--- config.mk ---
export PLATFORM = sky130hd
export DESIGN_NAME = audio_block_level_meter_top
export DESIGN_NICKNAME = d
export VERILOG_FILES = /design/src/hw/rtl/ablm_pkg.sv /design/src/hw/rtl/audio_block_level_meter_top.sv
export SDC_FILE = /design/constraint.sdc
export NUM_CORES = 2
export LEC_CHECK = 0
export BUFFER_PORTS_ARGS = -buffer_cell sky130_fd_sc_hd__clkbuf_2
export CAP_MARGIN = 10
export CORE_MARGIN = 5
export CORE_UTILIZATION = 35
export DETAILED_ROUTE_END_ITERATION = 12
export PLACE_DENSITY_LB_ADDON = 0.25
export REMOVE_ABC_BUFFERS = 1
export SLEW_MARGIN = 20
export SYNTH_ARGS = -nofsm -noshare
export SYNTH_HDL_FRONTEND = slang
export SYNTH_SLANG_ARGS = --single-unit
--- constraint.sdc ---
create_clock -name aclk -period 13.7 [get_ports aclk]
set_clock_uncertainty 0.15 [all_clocks]
set_input_delay 2.055 -clock aclk [delete_from_list [all_inputs] [get_ports aclk]]
set_output_delay 2.055 -clock aclk [all_outputs]
set_load 0.1 [all_outputs]
--- src/hw/rtl/ablm_pkg.sv ---
// Shared types and constants for the audio block level meter.
package ablm_pkg;

    localparam int SAMPLE_W  = 24;
    localparam int LEVEL_W   = 24;
    localparam int MAG_W     = 24;
    localparam int PROD_W    = 2 * MAG_W;
    localparam int SUM_W     = 58;
    localparam int MAX_BLOCK = 4096;
    localparam int COUNT_W   = $clog2(MAX_BLOCK + 1);
    localparam int ROOT_W    = SUM_W / 2;
    localparam int REM_W     = ROOT_W + 1;
    localparam int SUB_W     = ROOT_W + 2;
    localparam int ITER_W    = $clog2(SUM_W);
    localparam int DIV_STEPS  = SUM_W;
    localparam int SQRT_STEPS = ROOT_W;
    localparam int DECAY_W   = LEVEL_W + 1;
    localparam int RECIP_W   = 24;
    localparam int DPROD_W   = DECAY_W - 2 + RECIP_W;
    localparam int DECAY_SHIFT = 26;

    localparam logic [LEVEL_W-1:0] FULL_SCALE = LEVEL_W'(8388608);
    localparam int DECAY_NUM = 19;
    localparam int DECAY_DEN = 20;
    localparam logic [RECIP_W-1:0] DECAY_RECIP = RECIP_W'(13421773);

    localparam logic MODE_PEAK = 1'b0;
    localparam logic MODE_RMS  = 1'b1;

    typedef struct packed {
        logic signed [SAMPLE_W-1:0] sample;
        logic                       last_in_block;
    } in_item_t;

    typedef struct packed {
        logic [LEVEL_W-1:0] level;
        logic [LEVEL_W-1:0] transient;
    } out_item_t;

endpackage

--- src/hw/rtl/audio_block_level_meter_top.sv ---
// Block level meter: peak/sqrt(2) or RMS level and transient indicator per sample block.
// A sample that does not close a block passes through the square and accumulate states before
// the next sample is accepted. A closing sample then runs the finish, divide (RMS mode with a
// nonempty block only), square root, transient and output states, and waits in the output state while the output
// is stalled. One shared subtract and compare unit runs the 58-step restoring division and the 29-step square root.
// Synchronous active-low reset clears the mode, the accumulators, the history and the output valid.
module audio_block_level_meter_top (
    input  logic                aclk,
    input  logic                aresetn,
    input  logic                cfg_we,
    input  logic                cfg_wdata,
    input  logic                s_valid,
    output logic                s_ready,
    input  ablm_pkg::in_item_t  s_data,
    output logic                m_valid,
    input  logic                m_ready,
    output ablm_pkg::out_item_t m_data
);

    localparam logic [2:0] ST_IDLE   = 3'd0;
    localparam logic [2:0] ST_SQUARE = 3'd1;
    localparam logic [2:0] ST_ACCUM  = 3'd2;
    localparam logic [2:0] ST_FINISH = 3'd3;
    localparam logic [2:0] ST_DIV    = 3'd4;
    localparam logic [2:0] ST_SQRT   = 3'd5;
    localparam logic [2:0] ST_TRANS  = 3'd6;
    localparam logic [2:0] ST_OUT    = 3'd7;

    logic [2:0]                           state_reg, state_next;
    logic                                 mode_reg, mode_next;
    logic [ablm_pkg::MAG_W-1:0]           peak_reg, peak_next;
    logic [ablm_pkg::SUM_W-1:0]           sum_reg, sum_next;
    logic [ablm_pkg::COUNT_W-1:0]         count_reg, count_next;
    logic [ablm_pkg::LEVEL_W-1:0]         prev_reg, prev_next;
    logic [ablm_pkg::LEVEL_W-1:0]         hold_reg, hold_next;
    logic [ablm_pkg::LEVEL_W-1:0]         level_reg, level_next;
    logic [ablm_pkg::MAG_W-1:0]           mag_reg, mag_next;
    logic                                 last_reg, last_next;
    logic [ablm_pkg::PROD_W-1:0]          sq_reg, sq_next;
    logic [ablm_pkg::SUM_W-1:0]           work_reg, work_next;
    logic [ablm_pkg::REM_W-1:0]           rem_reg, rem_next;
    logic [ablm_pkg::ROOT_W-1:0]          root_reg, root_next;
    logic [ablm_pkg::COUNT_W-1:0]         div_reg, div_next;
    logic [ablm_pkg::ITER_W-1:0]          iter_reg, iter_next;
    logic                                 m_valid_reg, m_valid_next;
    ablm_pkg::out_item_t                  m_data_reg, m_data_next;

    logic [ablm_pkg::MAG_W-1:0]           in_mag;
    logic [ablm_pkg::MAG_W-1:0]           mul_a;
    logic [ablm_pkg::PROD_W-1:0]          prod;
    logic [ablm_pkg::SUM_W:0]             sum_ext;
    logic [ablm_pkg::SUM_W-1:0]           sum_sat;
    logic [ablm_pkg::SUB_W-1:0]           sub_a, sub_b;
    logic [ablm_pkg::SUB_W:0]             sub_diff;
    logic                                 sub_ok;
    logic [ablm_pkg::LEVEL_W-1:0]         level_w;
    logic [ablm_pkg::LEVEL_W-1:0]         rise;
    logic [ablm_pkg::LEVEL_W-1:0]         rise_hold;
    logic [ablm_pkg::DECAY_W-1:0]         decay_sum;
    logic [ablm_pkg::DPROD_W-1:0]         decay_prod;
    logic [ablm_pkg::LEVEL_W-1:0]         hold_decay;
    logic                                 iter_done;

    assign s_ready = (state_reg == ST_IDLE);
    assign m_valid = m_valid_reg;
    assign m_data  = m_data_reg;

    assign in_mag = s_data.sample[ablm_pkg::SAMPLE_W-1]
                  ? (~s_data.sample + ablm_pkg::SAMPLE_W'(1)) : s_data.sample;

    assign mul_a = (state_reg == ST_FINISH) ? peak_reg : mag_reg;
    assign prod  = {{ablm_pkg::MAG_W{1'b0}}, mul_a} * {{ablm_pkg::MAG_W{1'b0}}, mul_a};

    assign sum_ext = {1'b0, sum_reg}
                   + {{(ablm_pkg::SUM_W + 1 - ablm_pkg::PROD_W){1'b0}}, sq_reg};
    assign sum_sat = sum_ext[ablm_pkg::SUM_W] ? {ablm_pkg::SUM_W{1'b1}}
                                              : sum_ext[ablm_pkg::SUM_W-1:0];

    always_comb begin
        if (state_reg == ST_DIV) begin
            sub_a = {{(ablm_pkg::SUB_W - ablm_pkg::COUNT_W - 1){1'b0}},
                     rem_reg[ablm_pkg::COUNT_W-1:0], work_reg[ablm_pkg::SUM_W-1]};
            sub_b = {{(ablm_pkg::SUB_W - ablm_pkg::COUNT_W){1'b0}}, div_reg};
        end else begin
            sub_a = {rem_reg[ablm_pkg::ROOT_W-1:0],
                     work_reg[ablm_pkg::SUM_W-1:ablm_pkg::SUM_W-2]};
            sub_b = {root_reg, 2'b01};
        end
    end

    assign sub_diff = {1'b0, sub_a} - {1'b0, sub_b};
    assign sub_ok   = !sub_diff[ablm_pkg::SUB_W];

    assign level_w = (root_reg > ablm_pkg::ROOT_W'(ablm_pkg::FULL_SCALE))
                   ? ablm_pkg::FULL_SCALE : root_reg[ablm_pkg::LEVEL_W-1:0];
    assign rise      = level_w - prev_reg;
    assign rise_hold = (rise > hold_reg) ? rise : hold_reg;

    // hold * 19 / 20 = hold - ceil(hold / 20), quarter then reciprocal of five
    assign decay_sum  = {1'b0, hold_reg}
                      + ablm_pkg::DECAY_W'(ablm_pkg::DECAY_DEN - 1);
    assign decay_prod = ablm_pkg::DPROD_W'(decay_sum[ablm_pkg::DECAY_W-1:2])
                      * ablm_pkg::DPROD_W'(ablm_pkg::DECAY_RECIP);
    assign hold_decay = hold_reg
                      - ablm_pkg::LEVEL_W'(decay_prod[ablm_pkg::DPROD_W-1:ablm_pkg::DECAY_SHIFT]);

    assign iter_done  = (iter_reg == '0);

    always_comb begin
        state_next   = state_reg;
        mode_next    = cfg_we ? cfg_wdata : mode_reg;
        peak_next    = peak_reg;
        sum_next     = sum_reg;
        count_next   = count_reg;
        prev_next    = prev_reg;
        hold_next    = hold_reg;
        level_next   = level_reg;
        mag_next     = mag_reg;
        last_next    = last_reg;
        sq_next      = sq_reg;
        work_next    = work_reg;
        rem_next     = rem_reg;
        root_next    = root_reg;
        div_next     = div_reg;
        iter_next    = iter_reg;
        m_valid_next = m_valid_reg && !m_ready;
        m_data_next  = m_data_reg;

        unique case (state_reg)
            ST_IDLE: begin
                if (s_valid) begin
                    mag_next   = in_mag;
                    last_next  = s_data.last_in_block;
                    state_next = ST_SQUARE;
                end
            end
            ST_SQUARE: begin
                sq_next    = prod;
                state_next = ST_ACCUM;
            end
            ST_ACCUM: begin
                if (count_reg < ablm_pkg::COUNT_W'(ablm_pkg::MAX_BLOCK)) begin
                    if (mag_reg > peak_reg) begin
                        peak_next = mag_reg;
                    end
                    sum_next   = sum_sat;
                    count_next = count_reg + ablm_pkg::COUNT_W'(1);
                end
                state_next = last_reg ? ST_FINISH : ST_IDLE;
            end
            ST_FINISH: begin
                rem_next   = '0;
                root_next  = '0;
                if (mode_reg == ablm_pkg::MODE_PEAK) begin
                    work_next  = {{(ablm_pkg::SUM_W - ablm_pkg::PROD_W + 1){1'b0}},
                                  prod[ablm_pkg::PROD_W-1:1]};
                    iter_next  = ablm_pkg::ITER_W'(ablm_pkg::SQRT_STEPS - 1);
                    state_next = ST_SQRT;
                end else if (count_reg == '0) begin
                    work_next  = '0;
                    iter_next  = ablm_pkg::ITER_W'(ablm_pkg::SQRT_STEPS - 1);
                    state_next = ST_SQRT;
                end else begin
                    work_next  = sum_reg;
                    div_next   = count_reg;
                    iter_next  = ablm_pkg::ITER_W'(ablm_pkg::DIV_STEPS - 1);
                    state_next = ST_DIV;
                end
            end
            ST_DIV: begin
                work_next = {work_reg[ablm_pkg::SUM_W-2:0], sub_ok};
                rem_next  = sub_ok ? sub_diff[ablm_pkg::REM_W-1:0]
                                   : sub_a[ablm_pkg::REM_W-1:0];
                iter_next = iter_reg - ablm_pkg::ITER_W'(1);
                if (iter_done) begin
                    rem_next   = '0;
                    root_next  = '0;
                    iter_next  = ablm_pkg::ITER_W'(ablm_pkg::SQRT_STEPS - 1);
                    state_next = ST_SQRT;
                end
            end
            ST_SQRT: begin
                work_next = {work_reg[ablm_pkg::SUM_W-3:0], 2'b00};
                rem_next  = sub_ok ? sub_diff[ablm_pkg::REM_W-1:0]
                                   : sub_a[ablm_pkg::REM_W-1:0];
                root_next = {root_reg[ablm_pkg::ROOT_W-2:0], sub_ok};
                iter_next = iter_reg - ablm_pkg::ITER_W'(1);
                if (iter_done) begin
                    state_next = ST_TRANS;
                end
            end
            ST_TRANS: begin
                level_next = level_w;
                if (prev_reg < level_w) begin
                    hold_next = (rise_hold > ablm_pkg::FULL_SCALE) ? ablm_pkg::FULL_SCALE
                                                                   : rise_hold;
                end
                state_next = ST_OUT;
            end
            ST_OUT: begin
                if (!m_valid_reg || m_ready) begin
                    m_valid_next          = 1'b1;
                    m_data_next.level     = level_reg;
                    m_data_next.transient = hold_reg;
                    prev_next   = level_reg;
                    hold_next   = hold_decay;
                    peak_next   = '0;
                    sum_next    = '0;
                    count_next  = '0;
                    state_next  = ST_IDLE;
                end
            end
            default: begin
                state_next = ST_IDLE;
            end
        endcase
    end

    always_ff @(posedge aclk) begin
        if (!aresetn) begin
            state_reg   <= ST_IDLE;
            mode_reg    <= 1'b0;
            peak_reg    <= '0;
            sum_reg     <= '0;
            count_reg   <= '0;
            prev_reg    <= '0;
            hold_reg    <= '0;
            m_valid_reg <= 1'b0;
        end else begin
            state_reg   <= state_next;
            mode_reg    <= mode_next;
            peak_reg    <= peak_next;
            sum_reg     <= sum_next;
            count_reg   <= count_next;
            prev_reg    <= prev_next;
            hold_reg    <= hold_next;
            m_valid_reg <= m_valid_next;
        end
    end

    always_ff @(posedge aclk) begin
        level_reg  <= level_next;
        mag_reg    <= mag_next;
        last_reg   <= last_next;
        sq_reg     <= sq_next;
        work_reg   <= work_next;
        rem_reg    <= rem_next;
        root_reg   <= root_next;
        div_reg    <= div_next;
        iter_reg   <= iter_next;
        m_data_reg <= m_data_next;
    end

endmodule

==> results.json <==
{
  "finalSetupTns_ps": 0,
  "cts_sinks": 427,
  "vias_per_cell": 5.11,
  "ys_ff_latch": 427,
  "fillers": 14063,
  "path_common_cell": "fa_1",
  "synth_cell_types": 93,
  "ys.flop_type": "edfxtp_1",
  "cp.required_ps": 14090,
  "hold_viol_final": 0,
  "grt_pass1_vias": 38431,
  "cts_tree": "done",
  "numPortBuffers": 80,
  "ios": 81,
  "syn2layout_area_growth_pct": 8.99,
  "firstDrtPassIters": 5,
  "yosys_warnings": 0,
  "fin_area_um2": 53400,
  "maxSlewViolCount": 0,
  "clockBufferDepth": 3,
  "fmaxAchievable_ghz": 0.0819,
  "path_clk_slew_ps": 70,
  "end_kind": "register",
  "cts.htree.levels": 2,
  "crit_path_start_kind": "register",
  "dieArea_um2": 148000,
  "async_reset_ff_frac": 0,
  "status": "completed",
  "tightest_slew_ps": 1110,
  "syn_avg_cell_area_um2": 9.29,
  "routed_wl_um": 131000,
  "drc_errors": 0,
  "worstHoldPathType": "register to register",
  "die_width_um": 384,
  "cts_resized": 0,
  "synth_edf_count": 279,
  "rows": 137,
  "seq_area_frac_synth": 0.231,
  "root_buffer": "clkbuf_16",
  "crit_type": "register to register",
  "cts_buffers": 51,
  "place.gp.congestion": 0.878,
  "wl_per_cell_um": 18.2,
  "cap_violations": 0,
  "overflow": 0,
  "finalNetCount": 6437,
  "num_antenna_cells": 0,
  "crit_arrival_ps": 12600,
  "vias": 36864,
  "drive_gt1_frac": 0.0566,
  "place_ws_ps": 1610,
  "cp_max_fo": 7,
  "slowest_delay_ps": 580,
  "timing.final.ws_setup_ps": 1490,
  "syn-cell-area_um2": 49000,
  "finalCritPeriodShare": 0.891,
  "placed_area_um2": 51700,
  "drt.antenna.violating_nets": 0,
  "rsz0062_at_grt": "no",
  "slew_headroom": 0.263,
  "drtIter0Drc": 2186,
  "hpwl_um": 102000,
  "postCtsSetupBuffers": 0,
  "setup_viol": 0,
  "layout_min_cycle_time_ps": 12210,
  "grt_first_pass_wirelength_um": 212000,
  "coreArea_um2": 139000,
  "antenna_found_initial": 3,
  "grtUsageTotal": 0.179,
  "fp.dieH_um": 384,
  "hold_buffers": 0,
  "grt_max_degree": 73,
  "postSynthCellCount": 5277,
  "clk_latency_ps": 670,
  "worst_path_max_delay_cell": "nor4_2",
  "initial_core_util": 0.352
}
## path summary, 6_finish.rpt
path / slack, ps / endpoint / from / cells past startpoint
hold / removal: 300 / m_data[45]$_DFFE_PP_ / level_reg[21]$_DFFE_PP_ / 0
setup / recovery: 1490 / hold_reg[22]$_SDFFE_PN0P_ / hold_reg[2]$_SDFFE_PN0P_ / 44
hold reg to reg: 300 / m_data[45]$_DFFE_PP_ / level_reg[21]$_DFFE_PP_ / 0
setup reg to reg: 1490 / hold_reg[22]$_SDFFE_PN0P_ / hold_reg[2]$_SDFFE_PN0P_ / 44
## cell usage after synthesis (all sizes together), types with 24 or more instances
library cell    n  area (µm²)
o21a           48         360
nor2          440        1650
dfxtp         148        2960
edfxtp        279        8380
nor3           66         330
a221oi         40         350
mux2i         106        1060
buf            31         140
fa            567       11400
clkbuf        151         567
nand3          99         500
nor2b          37         231
nor4           26         175
a31oi          38         244
ha            547        6840
nand2b         24         150
a211oi         34         255
xnor2         146        1280
or3            24         150
and2           53         332
xor2           77         674
inv           917        3440
a21oi         306        1530
and3           49         307
nand4          41         257
nand2         434        1630
o21ai         202        1010
a21o           99         743
## routing by layer
layer	up-vias	wire length, µm	share of wire	global-route usage
li1	17662	-	-	-
met1	18294	58400	0.44	0.237
met2	743	64000	0.49	0.313
met3	165	5790	0.044	0.0208
met4	0	3320	0.025	0.0453
met5	-	0	0	0
## cells in the final DEF, fill, tap and decap left out, drive strengths merged, types with 38 or more instances in the layout
| cell type | count |
|---|---|
| a21oi | 306 |
| a221oi | 40 |
| fa | 567 |
| nand3 | 99 |
| ha | 547 |
| a21o | 99 |
| o21a | 48 |
| and3 | 49 |
| xnor2 | 146 |
| xor2 | 77 |
| dfxtp | 148 |
| nor2 | 440 |
| buf | 64 |
| o21ai | 202 |
| and2 | 53 |
| clkbuf | 156 |
| nand4 | 41 |
| mux2i | 106 |
| nand2 | 434 |
| edfxtp | 279 |
| a31oi | 38 |
| inv | 918 |
| nor3 | 66 |
## logic make-up after synthesis
kind of cell,Yosys count,synth area share
flip-flops,427,0.231
XOR/XNOR,223,0.0398
adder cells (fa/ha/maj),1114,0.371
AND/OR/NAND/NOR,1346,0.125
multiplexers,110,0.0226
AO/OA/AOI/OAI,951,0.125
buffers and inverters,1106,0.0851
## critical path, delay by kind of cell (launching register included)
kind | cells | cell delay, ps
AND/OR/NAND/NOR | 10 | 2680
flip-flops | 1 | 510
AO/OA/AOI/OAI | 18 | 3850
XOR/XNOR | 3 | 510
adder cells (fa/ha/maj) | 9 | 4160
buffers and inverters | 4 | 210
## through the flow
stage                util  cells  hold slack [ps]
detailed placement  0.371   7114              287
global placement    0.371   7114              285
CTS                 0.383   7210              302
global route        0.384   7211              311
finish              0.384   7211              302
floorplan               -   5095              276
## cell type report
class	count	area (µm²)	share of cell area
Multi-Input combinational cell	3744	33600	0.629
Sequential cell	427	11300	0.212
Inverter	924	3470	0.0650
Tap cell	1876	2350	0.0439
Clock buffer	76	1510	0.0283
Timing Repair Buffer	144	901	0.0169
Clock inverter	20	235	0.00440
Power is not shown: default switching activity piles up to over one toggle a cycle in this logic, so the estimate is an artifact.
